===== config.mk =====
export PLATFORM = sky130hd
export DESIGN_NAME = mbe_queue
export DESIGN_NICKNAME = d
export VERILOG_FILES = /design/src/design/mbe_pkg.sv /design/src/design/mbe_queue.sv
export SDC_FILE = /design/constraint.sdc
export NUM_CORES = 1
export LEC_CHECK = 0
export BUFFER_PORTS_ARGS = -buffer_cell sky130_fd_sc_hd__buf_2
export CAP_MARGIN = 20
export CORE_MARGIN = 2
export CORE_UTILIZATION = 54
export CTS_BUF_LIST = sky130_fd_sc_hd__clkbuf_2
export DETAILED_ROUTE_END_ITERATION = 7
export PLACE_DENSITY = 0.79
export SYNTH_ARGS = -nofsm -noshare
export SYNTH_HDL_FRONTEND = slang
export SYNTH_SLANG_ARGS = --single-unit
export TNS_END_PERCENT = 5

===== constraint.sdc =====
create_clock -name clk_i -period 4.3 [get_ports clk_i]
set_input_delay 0.43 -clock clk_i [delete_from_list [all_inputs] [get_ports clk_i]]
set_output_delay 0.43 -clock clk_i [all_outputs]
set_load 0.01 [all_outputs]

===== src/design/mbe_pkg.sv =====
// ----------------------------------------------------------------------------
// mbe_pkg
// Shared types and constants for the escape-time pixel evaluator.
// ----------------------------------------------------------------------------
`default_nettype none

package mbe_pkg;

  localparam int CoordWidthDef = 32;
  localparam int CountWidthDef = 16;
  localparam int IntBits       = 6;
  localparam int PosWidth      = 12;
  localparam int SizeWidth     = 13;
  localparam int IterWidth     = 16;
  localparam int RadiusWidth   = 4;
  localparam int ZoomWidth     = 21;
  localparam int OffsetWidth   = 32;
  localparam int CfgDataWidth  = 32;
  localparam int CfgIdxWidth   = 3;

  localparam logic [CfgIdxWidth-1:0] REG_WIDTH    = 3'd0;
  localparam logic [CfgIdxWidth-1:0] REG_HEIGHT   = 3'd1;
  localparam logic [CfgIdxWidth-1:0] REG_MAX_ITER = 3'd2;
  localparam logic [CfgIdxWidth-1:0] REG_RADIUS   = 3'd3;
  localparam logic [CfgIdxWidth-1:0] REG_ZOOM     = 3'd4;
  localparam logic [CfgIdxWidth-1:0] REG_REAL_OFF = 3'd5;
  localparam logic [CfgIdxWidth-1:0] REG_IMAG_OFF = 3'd6;

  typedef struct packed {
    logic [SizeWidth-1:0]          width;
    logic [SizeWidth-1:0]          height;
    logic [IterWidth-1:0]          max_iter;
    logic [RadiusWidth-1:0]        radius;
    logic [ZoomWidth-1:0]          zoom;
    logic signed [OffsetWidth-1:0] real_off;
    logic signed [OffsetWidth-1:0] imag_off;
  } cfg_t;

endpackage

`default_nettype wire


===== src/design/mbe_queue.sv =====
// ----------------------------------------------------------------------------
// mbe_queue
// Two-entry queue of mapped points between front and back.
// ----------------------------------------------------------------------------
`default_nettype none

module mbe_queue #(
  parameter int WIDTH = 2 * mbe_pkg::CoordWidthDef
) (
  input  wire              clk_i,
  input  wire              rst_ni,
  input  wire              push_i,
  input  wire  [WIDTH-1:0] data_i,
  output logic             full_o,
  input  wire              pop_i,
  output logic [WIDTH-1:0] data_o,
  output logic             empty_o
);
  logic [WIDTH-1:0] mem_q [2];
  logic             wptr_q, rptr_q;
  logic [1:0]       cnt_q;

  always_ff @(posedge clk_i or negedge rst_ni) begin
    if (!rst_ni) begin
      wptr_q <= 1'b0;
      rptr_q <= 1'b0;
      cnt_q  <= 2'd0;
    end else begin
      if (push_i) begin
        wptr_q <= ~wptr_q;
      end
      if (pop_i) begin
        rptr_q <= ~rptr_q;
      end
      if (push_i && !pop_i) begin
        cnt_q <= cnt_q + 2'd1;
      end else if (pop_i && !push_i) begin
        cnt_q <= cnt_q - 2'd1;
      end
    end
  end

  always_ff @(posedge clk_i) begin
    if (push_i) begin
      mem_q[wptr_q] <= data_i;
    end
  end

  assign data_o  = mem_q[rptr_q];
  assign full_o  = (cnt_q == 2'd2);
  assign empty_o = (cnt_q == 2'd0);

endmodule

`default_nettype wire


==> results of run 1 <==
worst paths after layout:
| path | from | endpoint | cells past startpoint |
|---|---|---|---|
| worst max-delay path | rptr_q | data_o[60] | 3 |
| worst min-delay path | rst_ni | rptr_q | 2 |
| worst max register to register | wptr_q | mem_q[1][1] | 2 |
| worst min register to register | cnt_q[1] | cnt_q[1] | 1 |
| max in group asynchronous | rst_ni | wptr_q | 2 |
| min in group clk_i | data_i[10] | mem_q[1][10] | 2 |
metrics by stage:
step	total power [mW]	instances	worst slack [ns]	instance area, um2	util [%]
final	3.861	555	1.703	6725	73.83
after global routing	4.047	555	1.529	6725	73.83
after CTS	3.871	554	1.373	6698	73.53
after detailed placement	3.079	455	2.071	5778	63.43
after global placement	3.046	455	2.100	5778	63.43
after floorplan	2.706	215	0.5590	5011	-
area by class of cell:
| cell class | instances | area (um2) |
|---|---|---|
| Clock buffer | 17 | 85.08 |
| Clock inverter | 15 | 163.9 |
| Inverter | 1 | 3.754 |
| Tap cell | 111 | 138.9 |
| Multi-Input combinational cell | 75 | 999.7 |
| Fill cell | 569 | 2384 |
| Sequential cell | 132 | 3948 |
| Timing Repair Buffer | 204 | 1386 |
cell usage after synthesis:
cell,instances
mux2_2,14
buf_6,6
nor2b_1,2
inv_1,1
nor2_1,2
buf_2,1
edfxtp_1,128
xor2_1,4
and2_1,1
dfrtp_1,4
ha_1,1
xnor2_1,1
mux2_4,50
power breakdown:
part	switching [mW]	internal (mW)	total (mW)
sequential	0.115	1.71	1.82
clock	0.442	0.317	0.759
combinational	0.598	0.680	1.28
total	1.16	2.71	3.86
repair_timing:
| action | in CTS | in global routing |
|---|---|---|
| setup endpoints to repair | 0 | 0 |
| endpoints found under the hold margin | 134 | 0 |
| hold buffers | 67 | 0 |
registers in the layout (all words and copies together) (netlist names):
name	count
wptr_q	1
mem_q	128
rptr_q	1
cnt_q	2
layer usage:
metal	global-route usage, %	vias to the layer above	share of wire [%]
li1	-	1282	-
met1	21.18	1362	39
met4	6.955	0	0.59
met3	6.476	6	5.0
met5	0	-	0
met2	34.95	106	55
kinds of logic after synthesis:
kind of cell / count (synthesis)
adders and majority gates: 1
muxes: 64
buffers and inverters: 8
and+or+nand+nor: 5
xor gates and xnor gates: 5
DFF: 132
worst max-delay path, delay by kind of cell (launching register included):
kind	cells	cell delay, ns
muxes	1	0.39
buffers and inverters	2	0.48
DFF	1	0.68
==> results_dict.tcl, run 1 <==
set metrics [dict create \
    status "completed" \
    ys_seq_area_share_pct 78.70 \
    syn_to_final_growth_pct 34.21 \
    dieArea_um2 10070 \
    required_ns 3.87 \
    nets 500 \
    synth_fa_ha_area_share_pct 0.2497 \
    layout_common_cells "133 x buf_2, 128 x edfxtp_1, 67 x dlygate4sd3_1, 50 x mux2_4, 17 x clkbuf_2" \
    slew_headroom_pct 39.90 \
    drive_above_1_share_pct 52.25 \
    first_pass_iters 4 \
    cts_root_buf "clkbuf_2" \
    worst_ep_arrival_time_ns 2.17 \
    grt_pass1_wl_mm 14.16 \
    fin_worst_skew_ns 0.02683 \
    irDropWorstVdd_v 0.0003927 \
    routedWlPerCell_um 17.28 \
    fin_crit_ns 2.597 \
    fmax_ghz 0.3851 \
    path_max_fanout 50 \
    worst_path_max_delay_cell "dfrtp_4" \
    std_cell_rows 35 \
    gr-total-overflow 0 \
    hold_viol_final 0 \
    worst_pin_slew_ns 0.9015 \
    synth_top_cell_by_area "edfxtp_1" \
    drc 0 \
    critical_path.endpoint_type "output pin" \
    synth.net_count 284 \
    fin_tns_setup_ns 0 \
    synth_area_leaders "edfxtp_1 77%, mux2_4 15%, mux2_2 3.1%" \
    cp_cell_sequence "buf_16, mux2_2, buf_2" \
    viasPerCell 4.966 \
    r2r_slack_ns 2.24 \
    netlist_instances 215 \
    vias 2756 \
    power.density_nw_per_um2 574.1 \
    yosysWarnings 0 \
    hp-class "in2async" \
    synth_top_area_share_pct 76.70 \
    critPathKind "reg2out" \
    cts_sinks 132 \
    ctsResizeCount 0 \
    insertion_delay_ns 0.61 \
    finalSetupViolations 0 \
    hold_ws_ns 0.1630 \
    finalWeightedCongestion 0.6983 \
    start_util_pct 55.01 \
    leakage_nw 2.736 \
    period_share_pct 60.39 \
    first_global_vias 2861 \
    cp-start-kind "register" \
    wl_mm 9.593 \
    coreArea_um2 9109 \
    synth_top_family_by_area "multiplexers" \
    cts_tree "yes" \
    synth_xor_area_share_pct 0.8739 \
    yosysUniqueCellTypes 13 \
    synth.area.mux_share_pct 18.13 \
    portBuffers 133 \
    slowest_delay_ns 0.68 \
    clk_pin_slew_ns 0.19 \
    cts.htree.levels 4 \
    synth-compound-area-share_pct 0 \
    synthSimpleGateAreaFrac_pct 0.5243 \
    diodes 0 \
    dpl.hpwl_mm 5.174 \
    grt_usage_pct 19.34 \
    pin_count 134 \
    numCtsBuffers 17 \
    synth_area_um2 5011 \
    drv_cap 0 \
    ant_nets 0 \
    rsz0062_at_grt "no" \
    slew_viol_final 0 \
    antenna_found_initial 0 \
    drt_iter0_drc 92 \
    cts_buffer_depth 2 \
    syn_avg_cell_area_um2 23.31 \
    grt_max_degree 66 \
    synth_seq_cells 132 \
    final_common_cell "buf_2" \
    cts_setup_buffers 0 \
    die_y_um 100.3 \
    die_w_um 100.3 \
]
Note: power is estimated with default switching activity, not from simulation.
==> run 2, diff against run 1 <==
Clock period 4.3 ns to 2.6 ns, I/O delays scaled along.
==> run 2 against run 1 <==
Clock-buffer cell count rose by 1. Die area did not move. First-iteration DRC count rose by 7.6%. Clock skew barely moved.
==> results_dict.tcl, run 2 (synthesis gave the netlist of run 1 again) <==
set metrics [dict create \
    irDropWorstVdd_v 0.0006672 \
    drc 0 \
    syn_to_final_growth_pct 36.25 \
    cts_sinks 132 \
    gr-total-overflow 0 \
    pin_count 134 \
    cts_buffer_depth 2 \
    first_global_vias 2984 \
    wl_mm 9.594 \
    cp-start-kind "register" \
    slew_headroom_pct 61.89 \
    grt_pass1_wl_mm 14.36 \
    worst_pin_slew_ns 0.5717 \
    layout_common_cells "133 x buf_2, 128 x edfxtp_1, 68 x dlygate4sd3_1, 50 x mux2_4, 18 x clkbuf_2" \
    antenna_found_initial 0 \
    largestRegisters "mem_q x128, cnt_q x2" \
    die_y_um 100.3 \
    vias 2733 \
    grt_usage_pct 19.32 \
    routedWlPerCell_um 17.19 \
    slew_viol_final 0 \
    required_ns 2.34 \
    p_int_mw 4.666 \
    cp_cell_sequence "buf_12, mux2_2, buf_2" \
    dp.cells 457 \
    diodes 0 \
    finalWeightedCongestion 0.6851 \
    largest_reg_flops 128 \
    drive_above_1_share_pct 53.02 \
    ctsResizeCount 0 \
    coreArea_um2 9109 \
    wl_met3_um 388 \
    portBuffers 133 \
    cts_root_buf "clkbuf_2" \
    hold_viol_final 0 \
    critPathKind "reg2out" \
    combinationalPowerShare_pct 33.3 \
    fin_worst_skew_ns 0.02688 \
    final_cells 558 \
    drv_cap 0 \
    hp-class "in2reg" \
    drt_iter0_drc 99 \
    fmax_ghz 0.4287 \
    clkPwrFrac_pct 21.3 \
    swShare_pct 29.84 \
    start_util_pct 55.01 \
    top_layer "met4" \
    grt_max_degree 45 \
    numCtsBuffers 17 \
    nFillCells 543 \
    power.density_nw_per_um2 974.0 \
    crit_buf_inv 2 \
    std_cell_rows 35 \
    clk_pin_slew_ns 0.21 \
    cts.htree.levels 4 \
    wl_met2_mm 5.390 \
    finalSetupViolations 0 \
    worst_path_max_delay_cell "dfrtp_4" \
    final_common_cell "buf_2" \
    viasPerCell 4.898 \
    nets 503 \
    critical_path.endpoint_type "output pin" \
    path_max_fanout 19 \
    fin_crit_ns 2.333 \
    rsz0062_at_grt "no" \
    worst_ep_arrival_time_ns 2.07 \
    dieArea_um2 10070 \
    top_register "mem_q" \
    power_frac_seq_pct 45.5 \
    wl_met1_mm 3.718 \
    die_w_um 100.3 \
    p_sw_mw 1.984 \
    leakage_nw 2.782 \
    first_pass_iters 4 \
    period_share_pct 89.72 \
    slowest_delay_ns 0.70 \
    insertion_delay_ns 0.63 \
    critPathTopFamily "flip-flops" \
    cts_tree "yes" \
    status "completed" \
    ant_nets 0 \
    fin_tns_setup_ns 0 \
]
-- run 2: changes by cell type in the layout (fill, tap and decap cells not counted) --
cell           change
clkinv_4           -1
clkbuf_2           +1
clkinv_1           -3
dlygate4sd3_1      +1
bufinv_16          +1
buf_12             +3
inv_6              +4
buf_4              -1
clkinv_2           -2
-- run 2: per-stage QoR --
stage | setup WS (ns) | instance area, um2 | hold slack (ns) | util [%] | power, mW
final | 0.2672 | 6828 | 0.3162 | 74.96 | 6.650
after global routing | 0.1281 | 6828 | 0.2323 | 74.96 | 6.959
after CTS | 0.06257 | 6800 | 0.2636 | 74.66 | 6.626
after detailed placement | 0.8027 | 5831 | 0.07558 | 64.01 | 5.152
after global placement | 0.8101 | 5831 | 0.07032 | 64.01 | 5.093
after floorplan | 0.09791 | 5014 | -0.03559 | - | 4.467
-- run 2: final timing paths --
kind / slack [ns] / endpoint / depth (start not counted) / start
worst max-delay path: 0.27 / data_o[0] / 3 / rptr_q
worst max register to register: 0.92 / mem_q[1][20] / 2 / wptr_q
max in group asynchronous: 1.89 / cnt_q[0] / 3 / rst_ni
worst min-delay path: 0.32 / rptr_q / 3 / pop_i
worst min register to register: 0.56 / cnt_q[1] / 1 / cnt_q[1]
min in group asynchronous: 0.50 / rptr_q / 3 / rst_ni
-- run 2: per-layer routing --
metal,vias to the layer above,track usage (%)
li1,1295,-
met1,1337,21.49
met2,92,35.31
met3,9,4.666
met4,0,8.114
met5,-,0
-- run 2: power by group through the flow --
| stage | combinational, mW | clock [mW] | sequential [mW] |
|---|---|---|---|
| 3_3_place_gp | 2.01 | 0 | 3.09 |
| 2_1_floorplan | 1.49 | 0 | 2.97 |
| 4_1_cts | 2.11 | 1.44 | 3.07 |
| 5_1_grt | 2.35 | 1.54 | 3.07 |
| 3_5_place_dp | 2.03 | 0 | 3.12 |
| 6_report | 2.21 | 1.41 | 3.02 |
-- run 2: layout make-up --
cell class,instances,area (um2),share of cell area [%]
well taps,111,138.9,2.034
clock buffers,18,90.09,1.319
clock inverters,14,198.9,2.914
inverters,1,3.754,0.05498
multi-input cells,75,999.7,14.64
repair buffers,207,1449,21.22
flip-flops and latches,132,3948,57.82
-- run 2: worst min-delay path: stages --
cell and delay [ns]:
dlygate4sd3_1 0.51, buf_2 0.12, xor2_1 0.06
-- run 2: timing repair --
action / 4_1_cts / 5_1_grt
endpoints found under the setup margin: 0 / 12
setup buffers: 0 / 1
hold endpoints to repair: 134 / 0
hold buffers: 68 / 0
