==> src/design/mbe_pkg.sv <==
// ----------------------------------------------------------------------------
// mbe_pkg
// Shared types and constants for the escape-time pixel evaluator.
// ----------------------------------------------------------------------------
`default_nettype none

package mbe_pkg;

  localparam int CoordWidthDef = 32;
  localparam int CountWidthDef = 16;
  localparam int IntBits       = 6;
  localparam int PosWidth      = 12;
  localparam int SizeWidth     = 13;
  localparam int IterWidth     = 16;
  localparam int RadiusWidth   = 4;
  localparam int ZoomWidth     = 21;
  localparam int OffsetWidth   = 32;
  localparam int CfgDataWidth  = 32;
  localparam int CfgIdxWidth   = 3;

  localparam logic [CfgIdxWidth-1:0] REG_WIDTH    = 3'd0;
  localparam logic [CfgIdxWidth-1:0] REG_HEIGHT   = 3'd1;
  localparam logic [CfgIdxWidth-1:0] REG_MAX_ITER = 3'd2;
  localparam logic [CfgIdxWidth-1:0] REG_RADIUS   = 3'd3;
  localparam logic [CfgIdxWidth-1:0] REG_ZOOM     = 3'd4;
  localparam logic [CfgIdxWidth-1:0] REG_REAL_OFF = 3'd5;
  localparam logic [CfgIdxWidth-1:0] REG_IMAG_OFF = 3'd6;

  typedef struct packed {
    logic [SizeWidth-1:0]          width;
    logic [SizeWidth-1:0]          height;
    logic [IterWidth-1:0]          max_iter;
    logic [RadiusWidth-1:0]        radius;
    logic [ZoomWidth-1:0]          zoom;
    logic signed [OffsetWidth-1:0] real_off;
    logic signed [OffsetWidth-1:0] imag_off;
  } cfg_t;

endpackage

`default_nettype wire

==> src/design/mbe_front.sv <==
// ----------------------------------------------------------------------------
// mbe_front
// Maps a pixel position to a point c with a shared serial divider.
// ----------------------------------------------------------------------------
`default_nettype none

module mbe_front #(
  parameter int COORD_WIDTH = mbe_pkg::CoordWidthDef
) (
  input  wire                               clk_i,
  input  wire                               rst_ni,
  input  mbe_pkg::cfg_t                     cfg_i,
  input  wire                               start_i,
  input  wire  [mbe_pkg::PosWidth-1:0]      row_i,
  input  wire  [mbe_pkg::PosWidth-1:0]      column_i,
  output logic                              busy_o,
  output logic                              push_o,
  output logic [2*COORD_WIDTH-1:0]          push_data_o,
  input  wire                               full_i
);
  import mbe_pkg::*;

  localparam int Frac = COORD_WIDTH - IntBits;
  localparam int CenW = PosWidth + 3;
  localparam int MagW = CenW + Frac;
  localparam int DivW = SizeWidth + ZoomWidth;
  localparam int SumW = ((MagW > OffsetWidth) ? MagW : OffsetWidth) + 2;
  localparam int CntW = $clog2(MagW + 1);

  localparam logic [2:0] S_IDLE  = 3'd0;
  localparam logic [2:0] S_SETUP = 3'd1;
  localparam logic [2:0] S_DIV   = 3'd2;
  localparam logic [2:0] S_FIN   = 3'd3;
  localparam logic [2:0] S_PUSH  = 3'd4;

  localparam logic [SumW-1:0] Hi = {{(SumW-COORD_WIDTH+1){1'b0}}, {(COORD_WIDTH-1){1'b1}}};
  localparam logic [SumW-1:0] Lo = ~Hi;

  logic [2:0]             state_q, state_d;
  logic                   phase_q, phase_d;
  logic [PosWidth-1:0]    row_q, row_d, col_q, col_d;
  logic [MagW-1:0]        mag_q, mag_d;
  logic [DivW-1:0]        rem_q, rem_d, div_q, div_d;
  logic                   neg_q, neg_d;
  logic [OffsetWidth-1:0] off_q, off_d;
  logic [CntW-1:0]        cnt_q, cnt_d;
  logic [COORD_WIDTH-1:0] cre_q, cre_d, cim_q, cim_d;

  logic [PosWidth-1:0]    pos;
  logic [SizeWidth-1:0]   sz;
  logic [ZoomWidth-1:0]   zm;
  logic [CenW-1:0]        centred, cmag;
  logic [DivW:0]          trial;
  logic                   ge;
  logic [SumW-1:0]        qext, qs, offext, sum;
  logic [COORD_WIDTH-1:0] res;

  always_comb begin
    pos     = phase_q ? row_q : col_q;
    sz      = phase_q ? cfg_i.height : cfg_i.width;
    if (sz == '0) begin
      sz = SizeWidth'(1);
    end
    zm      = (cfg_i.zoom == '0) ? ZoomWidth'(1) : cfg_i.zoom;
    centred = {2'b00, pos, 1'b0} - {2'b00, sz};
    cmag    = centred[CenW-1] ? (~centred + 1'b1) : centred;

    trial   = {rem_q, mag_q[MagW-1]};
    ge      = (trial >= {1'b0, div_q});

    qext    = {{(SumW-MagW){1'b0}}, mag_q};
    qs      = neg_q ? (~qext + 1'b1) : qext;
    offext  = {{(SumW-OffsetWidth){off_q[OffsetWidth-1]}}, off_q};
    sum     = qs + offext;
    if ($signed(sum) > $signed(Hi)) begin
      res = Hi[COORD_WIDTH-1:0];
    end else if ($signed(sum) < $signed(Lo)) begin
      res = Lo[COORD_WIDTH-1:0];
    end else begin
      res = sum[COORD_WIDTH-1:0];
    end
  end

  always_comb begin
    state_d = state_q;
    phase_d = phase_q;
    row_d   = row_q;
    col_d   = col_q;
    mag_d   = mag_q;
    rem_d   = rem_q;
    div_d   = div_q;
    neg_d   = neg_q;
    off_d   = off_q;
    cnt_d   = cnt_q;
    cre_d   = cre_q;
    cim_d   = cim_q;
    case (state_q)
      S_IDLE: begin
        if (start_i) begin
          row_d   = row_i;
          col_d   = column_i;
          phase_d = 1'b0;
          state_d = S_SETUP;
        end
      end
      S_SETUP: begin
        mag_d   = {cmag, {Frac{1'b0}}};
        rem_d   = '0;
        div_d   = DivW'(sz) * DivW'(zm);
        neg_d   = centred[CenW-1];
        off_d   = phase_q ? cfg_i.imag_off : cfg_i.real_off;
        cnt_d   = CntW'(MagW);
        state_d = S_DIV;
      end
      S_DIV: begin
        rem_d = ge ? DivW'(trial - {1'b0, div_q}) : DivW'(trial);
        mag_d = {mag_q[MagW-2:0], ge};
        cnt_d = cnt_q - 1'b1;
        if (cnt_q == CntW'(1)) begin
          state_d = S_FIN;
        end
      end
      S_FIN: begin
        if (!phase_q) begin
          cre_d   = res;
          phase_d = 1'b1;
          state_d = S_SETUP;
        end else begin
          cim_d   = res;
          state_d = S_PUSH;
        end
      end
      S_PUSH: begin
        if (!full_i) begin
          state_d = S_IDLE;
        end
      end
      default: state_d = S_IDLE;
    endcase
  end

  always_ff @(posedge clk_i or negedge rst_ni) begin
    if (!rst_ni) begin
      state_q <= S_IDLE;
      phase_q <= 1'b0;
    end else begin
      state_q <= state_d;
      phase_q <= phase_d;
    end
  end

  always_ff @(posedge clk_i) begin
    row_q <= row_d;
    col_q <= col_d;
    mag_q <= mag_d;
    rem_q <= rem_d;
    div_q <= div_d;
    neg_q <= neg_d;
    off_q <= off_d;
    cnt_q <= cnt_d;
    cre_q <= cre_d;
    cim_q <= cim_d;
  end

  assign busy_o      = (state_q != S_IDLE);
  assign push_o      = (state_q == S_PUSH) && !full_i;
  assign push_data_o = {cre_q, cim_q};

endmodule

`default_nettype wire

==> config.mk <==
export PLATFORM = sky130hd
export DESIGN_NAME = mbe_front
export DESIGN_NICKNAME = d
export VERILOG_FILES = /design/src/design/mbe_pkg.sv /design/src/design/mbe_front.sv
export SDC_FILE = /design/constraint.sdc
export NUM_CORES = 1
export LEC_CHECK = 0
export BUFFER_PORTS_ARGS = -buffer_cell sky130_fd_sc_hd__clkbuf_2
export CORE_MARGIN = 1.5
export CORE_UTILIZATION = 50
export CTS_CLUSTER_DIAMETER = 100
export DETAILED_ROUTE_END_ITERATION = 16
export PLACE_DENSITY = 0.69
export SLEW_MARGIN = 20
export SYNTH_ARGS = -nofsm -noshare
export SYNTH_HDL_FRONTEND = slang
export SYNTH_SLANG_ARGS = --single-unit
==> constraint.sdc <==
create_clock -name clk_i -period 18.1 [get_ports clk_i]
set_clock_uncertainty 0.2 [all_clocks]
set_input_delay 3.62 -clock clk_i [delete_from_list [all_inputs] [get_ports clk_i]]
set_output_delay 3.62 -clock clk_i [all_outputs]
set_load 0.03 [all_outputs]
==> results of run 1 <==
layer usage:
metal / wire [µm] / track usage, %
met1: 24190 / 29.71
met3: 3010 / 2.244
met5: 0 / 0
met4: 1541 / 7.030
met2: 24280 / 36.28
metrics by stage:
step           std cells  hold WS [ns]  util [%]
2_1_floorplan       2421        0.3135         -
3_3_place_gp        3145        0.3752     54.15
3_5_place_dp        3145        0.3875     54.15
4_1_cts             3194        0.3979     56.26
5_1_grt             3194        0.4335     56.26
6_report            3194        0.3987     56.26
cell families after synthesis:
kind of cell / after synthesis / synth area share [%]
AO/OA/AOI/OAI: 415 / 11.62
AND/OR/NAND/NOR: 690 / 14.60
buffers and inverters: 453 / 7.210
XOR/XNOR: 157 / 5.775
adder cells (fa/ha/maj): 383 / 26.81
flip-flops: 240 / 30.19
multiplexers: 83 / 3.794
placed cells by master (no fill, tap or decap), drive strengths merged, types with 12 or more instances in the layout:
master,n
o21bai,12
o31ai,14
and3,12
o21ai,87
a211oi,12
and2,140
or3,14
xnor2,111
nor2,104
nand3,33
or2,15
clkbuf,232
mux2,58
nand4,12
fa,212
a31oi,14
o21a,13
inv,363
edfxtp,236
nand2b,20
a21oi,110
nor3,26
mux2i,25
a21o,78
nand2,249
xor2,46
ha,171
nor2b,15
nor4,20
final cells by class:
cell class | instances | area, µm²
clock buffers | 28 | 679.4
clock inverters | 21 | 304.0
repair buffers | 214 | 1096
well taps | 607 | 759.5
fillers | 4092 | 20450
multi-input cells | 1728 | 14940
inverters | 356 | 1336
flip-flops and latches | 240 | 7188
worst paths after layout:
check	from	to	depth (start not counted)
setup reg to reg	phase_q	div_q[32]	23
setup / recovery	cfg_i[80]	div_q[32]	24
hold / removal	state_q[1]	state_q[0]	1
max in group asynchronous	rst_ni	phase_q	1
min in group asynchronous	rst_ni	state_q[0]	1
hold reg to reg	state_q[1]	state_q[0]	1
flip-flops by register name (all words and copies together), names as in the netlist:
register	count
cim_q	32
cnt_q	6
col_q	12
cre_q	32
div_q	34
mag_q	41
neg_q	1
off_q	32
phase_q	1
rem_q	34
row_q	12
state_q	3
==> impl_metrics.tcl, run 1 <==
set metrics [dict create \
    outcome "finished, final reports clean" \
    synth_edf_count 236 \
    ant_nets 0 \
    hold_path_class "reg -> reg" \
    synthCells 2421 \
    synthTopCellsByArea "edfxtp_1 (30%), fa_1 (18%), ha_1 (9.0%)" \
    synth_nets 2963 \
    cts.sinks 240 \
    drtPass1Iterations 5 \
    cp_max_fo 14 \
    path_buf_inv 5 \
    cts_made_buffers 27 \
    yosysTopAreaCell "edfxtp_1" \
    antenna_found_initial 0 \
    dp_hpwl_um 40250 \
    cts.reportedPaths.clkPinSlew_ns 0.07 \
    synth_seq_cells 240 \
    vias 17450 \
    ys_dominant_reg_cell "edfxtp_1" \
    h-tree-depth 1 \
    tightest_slew_ns 1.073 \
    ctsHoldBuffers 0 \
    setup-violations-final 0 \
    post-route-drc-count 0 \
    post-route-period-util_pct 57.63 \
    rrSetupSlack_ns 10.22 \
    ios 225 \
    post_cts_buffers 0 \
    period_minus_slack_ns 10.43 \
    finalSetupTns_ns 0 \
    end_kind "flip-flop" \
    cap_violations 0 \
    avgViaCountPerCell 5.464 \
    yosys_warnings 0 \
    post_cts_resized 0 \
    start_util_pct 50.92 \
    grt_util_all_layers_pct 21.70 \
    grt_pass1_vias 17730 \
    core_area_um2 46750 \
    finalMaxSlewViolations 0 \
    n_antenna_cell 0 \
    drt_iter0_drc 1128 \
    crit_type "in -> reg" \
    wl_um 53020 \
    rows 79 \
    cpMostUsedCell "fa_1" \
    drive_gt1_share_pct 14.26 \
    cts_tree "built" \
    nets 3109 \
    syn2layout_area_growth_pct 10.47 \
    post-place-ws_ns 7.234 \
    crit_path_top_delay_cell "fa_1" \
    final_area_um2 26300 \
    grt_overflow 0 \
    setup_ws_ns 7.669 \
    root_buffer "clkbuf_16" \
    crit_chain "clkbuf_2 > nor4_1 > a31oi_1 > buf_4 > or2_2 > fa_1 > fa_1 > inv_1 > fa_1 > fa_1 > inv_1 > fa_1 > inv_1 > ha_1 > and3_1 > nand4_1 > o21ai_0 > o221ai_1 > o31a_1 > a21boi_0 > a2111oi_0 > o21bai_1 > a21oi_1 > xnor2_1" \
    cts_buffer_depth 3 \
    max_freq_mhz 95.87 \
    timing.slew.headroom_pct 27.56 \
    yosysMostFrequentCell "inv_1" \
    gp_congestion 0.8864 \
    slowest_delay_ns 0.55 \
    finalHoldViolCount 0 \
    netlist.area_leader.share_pct 29.77 \
    ys_top_cells_by_count "inv_1 (356), nand2_1 (248), edfxtp_1 (236)" \
    die_x_um 221.2 \
    grt_max_degree 82 \
    cp.required_ns 18.18 \
    wl_per_cell_um 16.60 \
    dieArea_um2 48940 \
    grt_pass1_wl_um 88180 \
    cp-start-kind "input port" \
    rsz0062_at_grt "no" \
    cp.arrival_ns 10.51 \
    netlist_area_um2 23810 \
    die_y_um 221.2 \
    ys_seq_area_share_pct 30.19 \
    syn_avg_cell_area_um2 9.834 \
    port_buffers 204 \
    clk_latency_ns 0.55 \
    ys_types 79 \
    async_flop_share_pct 1.667 \
    critPathTopFamily "adder cells" \
    placed_area_um2 25320 \
]
Power of run 1 is not shown: default switching activity piles up to over one toggle a cycle in this logic, so the estimate is an artifact.
==> run 2, diff against run 1 <==
==> constraint.sdc (replaced) <==
create_clock -name clk_i -period 10.85 [get_ports clk_i]
set_clock_uncertainty 0.2 [all_clocks]
set_input_delay 2.17 -clock clk_i [delete_from_list [all_inputs] [get_ports clk_i]]
set_output_delay 2.17 -clock clk_i [all_outputs]
set_load 0.03 [all_outputs]
==> run 2 against run 1 <==
- global-route usage down 0.43 points
- sequential cell count unchanged
- die area stayed put
- worst setup slack worse by 5.6 ns
- clock-buffer cell count decreased by 1
- first-iteration DRC count unchanged
- highest routed layer unchanged
==> impl_metrics.tcl, run 2 (synthesized netlist as in run 1, its figures left out) <==
set metrics [dict create \
    grt_max_degree 82 \
    n_antenna_cell 0 \
    rows 79 \
    cts_buffer_depth 3 \
    vias 17410 \
    setup_ws_ns 2.031 \
    ant_nets 0 \
    die_x_um 221.2 \
    finalMaxSlewViolations 0 \
    antenna_found_initial 0 \
    post_cts_resized 0 \
    timing.slew.headroom_pct 26.88 \
    drive_gt1_share_pct 14.27 \
    met3_wirelength_um 2999 \
    wl_per_cell_um 16.38 \
    cts.reportedPaths.clkPinSlew_ns 0.06 \
    rsz0062_at_grt "no" \
    period_minus_slack_ns 8.819 \
    mostFrequentLayoutCell "inv_1" \
    max_freq_mhz 113.4 \
    dieArea_um2 48940 \
    setup-violations-final 0 \
    ctsHoldBuffers 0 \
    wl_um 52290 \
    cp-start-kind "input port" \
    drtPass1Iterations 5 \
    end_kind "flip-flop" \
    post-route-period-util_pct 81.28 \
    h-tree-depth 1 \
    cap_violations 0 \
    cts_tree "built" \
    final_cell_mix "inv_1 (356), nand2_1 (248), edfxtp_1 (236)" \
    hold_slack_ns 0.3927 \
    grt_pass1_vias 17230 \
    post-route-drc-count 0 \
    outcome "finished, final reports clean" \
    gp_congestion 0.8982 \
    grt_overflow 0 \
    top_layer "met4" \
    cts.sinks 240 \
    top_regs "mag_q: 41 flops, div_q: 34 flops, rem_q: 34 flops" \
    wl_met1_um 23860 \
    drt_iter0_drc 1128 \
    grt_pass1_wl_um 86570 \
    cp_max_fo 28 \
    clk_latency_ns 0.56 \
    finalSetupTns_ns 0 \
    cp.arrival_ns 8.90 \
    grt_util_all_layers_pct 21.28 \
    cts_made_buffers 26 \
    start_util_pct 50.92 \
    avgViaCountPerCell 5.453 \
    core_area_um2 46750 \
    die_y_um 221.2 \
    post-place-ws_ns 1.506 \
    ios 225 \
    crit_type "in -> reg" \
    finalHoldViolCount 0 \
    nets 3108 \
    hold_path_class "reg -> reg" \
    root_buffer "clkbuf_16" \
    port_buffers 204 \
    met2WireLength_um 24300 \
    syn2layout_area_growth_pct 10.07 \
    largest-register "mag_q" \
    largest_register_ff_count 41 \
    post_cts_buffers 0 \
    dp_hpwl_um 39830 \
    tightest_slew_ns 1.097 \
    cp.required_ns 10.93 \
]
==> run 2: per-layer routing <==
| metal | up-vias | GRT usage (%) |
|---|---|---|
| met4 | 0 | 5.339 |
| met5 | - | 0 |
| met2 | 527 | 35.82 |
| li1 | 8431 | - |
| met1 | 8381 | 29.35 |
| met3 | 72 | 2.457 |
==> run 2: layout make-up <==
cell class                      instances  area (µm²)
Fill cell                            4035       20550
Multi-Input combinational cell       1728       14940
Sequential cell                       240        7188
Inverter                              356        1336
Timing Repair Buffer                  214        1096
Tap cell                              607       759.5
Clock buffer                           27       654.4
Clock inverter                         21       232.7
==> run 2: final timing paths <==
path                       startpoint   endpoint  slack, ns  cells past startpoint
max in group asynchronous      rst_ni    phase_q       9.12                      1
min in group asynchronous      rst_ni    phase_q       1.20                      1
max reg2reg                   phase_q  div_q[32]       3.07                     23
max                        cfg_i[116]  div_q[32]       2.03                     24
min reg2reg                  cnt_q[5]   cnt_q[5]       0.39                      2
min                          cnt_q[5]   cnt_q[5]       0.39                      2
==> run 2: worst max-delay path: stages <==
cell and delay, ns:
clkbuf_2 0.09, or4b_1 0.54, o22ai_2 0.20, nand3_2 0.12
a22oi_4 0.70, nand2_1 0.16, fa_1 0.51, inv_1 0.05
fa_1 0.49, inv_1 0.05, fa_1 0.48, fa_1 0.56
inv_1 0.04, ha_1 0.35, o21a_1 0.20, a21oi_1 0.26
o21ai_0 0.21, o221ai_1 0.42, o31a_1 0.25, a21boi_0 0.19
a2111oi_0 0.48, o21bai_1 0.13, a21oi_1 0.18, xnor2_1 0.08
==> run 2: per-stage QoR <==
| step | instance area, µm² | std cells | utilization (%) |
|---|---|---|---|
| floorplan | 23810 | 2421 | - |
| global placement | 25320 | 3145 | 54.15 |
| detailed placement | 25320 | 3145 | 54.15 |
| CTS | 26210 | 3193 | 56.05 |
| global route | 26210 | 3193 | 56.05 |
| finish | 26210 | 3193 | 56.05 |
Power of run 2 is left out for the same reason.
==> run 3, diff against run 2 <==
==> constraint.sdc (replaced) <==
create_clock -name clk_i -period 9.08 [get_ports clk_i]
set_clock_uncertainty 0.2 [all_clocks]
set_input_delay 1.816 -clock clk_i [delete_from_list [all_inputs] [get_ports clk_i]]
set_output_delay 1.816 -clock clk_i [all_outputs]
set_load 0.03 [all_outputs]
==> run 3 against run 2 <==
- critical path depth is 1 higher
- largest cell class unchanged
- first-iteration DRC count down 1.5%
- sequential cell count unchanged
- worst hold slack gained 0.0099 ns
- clock-buffer cell count is the same
- non-clock buffer count grew 16
- worst setup slack worse by 1.1 ns
- cell area increased by 0.35%
- cell count increased by 0.31%
- utilization rose by 0.20 points
==> impl_metrics.tcl, run 3 (synthesized netlist as in run 1, its figures left out) <==
set metrics [dict create \
    dpl.cell_count 3160 \
    r2r_start "phase_q" \
    gp_congestion 0.8905 \
    final_cell_mix "inv_1 (356), nand2_1 (248), edfxtp_1 (236)" \
    finalMaxSlewViolations 0 \
    h-tree-depth 1 \
    largest_register_ff_count 41 \
    fin_cells 3203 \
    cp.arrival_ns 8.22 \
    period_minus_slack_ns 8.146 \
    rows 79 \
    grt_pass1_wl_um 88850 \
    dieArea_um2 48940 \
    drive_gt1_share_pct 14.48 \
    r2r_cells 23 \
    cap_violations 0 \
    finalSetupTns_ns 0 \
    drtPass1Iterations 5 \
    die_y_um 221.2 \
    end_kind "flip-flop" \
    cp_num_cells 25 \
    crit_path_top_delay_cell "fa_1" \
    avgViaCountPerCell 5.483 \
    hold_path_class "reg -> reg" \
    wl_um 53200 \
    tightest_slew_ns 1.066 \
    start_util_pct 50.92 \
    ctsHoldBuffers 0 \
    max_freq_mhz 122.8 \
    post_cts_buffers 0 \
    top_regs "mag_q: 41 flops, div_q: 34 flops, rem_q: 34 flops" \
    largest-register "mag_q" \
    cp-start-kind "input port" \
    antenna_found_initial 0 \
    timing.slew.headroom_pct 28.91 \
    root_buffer "clkbuf_16" \
    n_antenna_cell 0 \
    cp_max_fo 14 \
    cts_made_buffers 24 \
    rsz0062_at_grt "no" \
    vias 17560 \
    drt_iter0_drc 1111 \
    post_cts_resized 0 \
    rrSetupSlack_ns 1.57 \
    ant_nets 0 \
    dp_hpwl_um 40390 \
    r2r_end "div_q[33]" \
    path_buf_inv 4 \
    die_x_um 221.2 \
    cts.reportedPaths.clkPinSlew_ns 0.06 \
    mostFrequentLayoutCell "inv_1" \
    clk_latency_ns 0.52 \
    grt_util_all_layers_pct 22.00 \
    wl_per_cell_um 16.61 \
    finalHoldViolCount 0 \
    syn2layout_area_growth_pct 10.45 \
    crit_type "in -> reg" \
    worstSetupStartpoint "cfg_i[73]" \
    hold_slack_ns 0.4026 \
    slowest_delay_ns 0.54 \
    ios 225 \
    port_buffers 204 \
    core_area_um2 46750 \
    critPathTopFamily "adder cells" \
    post-route-drc-count 0 \
    post-route-period-util_pct 89.71 \
    cts_buffer_depth 3 \
    fillers 4072 \
    cts.sinks 240 \
    nets 3122 \
    cts_tree "built" \
    grt_overflow 0 \
    cp.required_ns 9.16 \
    setup-violations-final 0 \
    grt_pass1_vias 17930 \
    crit_path_end "div_q[32]" \
    grt_max_degree 82 \
    cpMostUsedCell "fa_1" \
    outcome "finished, final reports clean" \
]
## run 3: cell count changes in the layout (fill, tap and decap cells not counted), moves of 2 or more
cell,previous run,this run
clkinvlp_4,5,2
clkinv_1,0,2
bufinv_16,3,5
buf_4,10,25
inv_6,5,1
## run 3: worst min path at each step
| stage | startpoint | end | depth (start not counted) |
|---|---|---|---|
| floorplan | state_q[1] | state_q[0] | 1 |
| global placement | cnt_q[5] | cnt_q[5] | 2 |
| detailed placement | mag_q[21] | mag_q[22] | 1 |
| CTS | state_q[1] | state_q[0] | 1 |
| global route | cnt_q[5] | cnt_q[5] | 2 |
| finish | rem_q[3] | rem_q[4] | 2 |
## run 3: final cells by class
class,instances,area [µm²],area share (%)
multi-input combinational,1728,14940,56.81
sequential,240,7188,27.33
inverter,356,1336,5.081
timing repair buffer,230,1229,4.672
tap,607,759.5,2.888
clock buffer,27,633.1,2.407
clock inverter,15,212.7,0.8088
## run 3: metrics by stage
step | worst slack [ns] | util (%) | cell area (µm²)
after floorplan | 0.9710 | - | 23810
after global placement | 0.4694 | 54.40 | 25430
after detailed placement | 0.3774 | 54.40 | 25430
after CTS | 0.9211 | 56.20 | 26280
after global routing | 0.5001 | 56.25 | 26300
final | 0.9343 | 56.25 | 26300
## run 3: worst min-delay path, cell delays in order (launching register included)
cell      delay [ns]
edfxtp_1        0.35
mux2i_1         0.07
nor2_1          0.08
## run 3: metal layers
| layer | GRT usage, % | vias up | part of all wire [%] |
|---|---|---|---|
| met5 | 0 | - | 0 |
| met4 | 6.363 | 0 | 2.4 |
| met3 | 2.603 | 83 | 5.4 |
| met2 | 37.04 | 540 | 47 |
| met1 | 29.99 | 8482 | 45 |
| li1 | - | 8458 | - |
Power of run 3 is left out for the same reason.
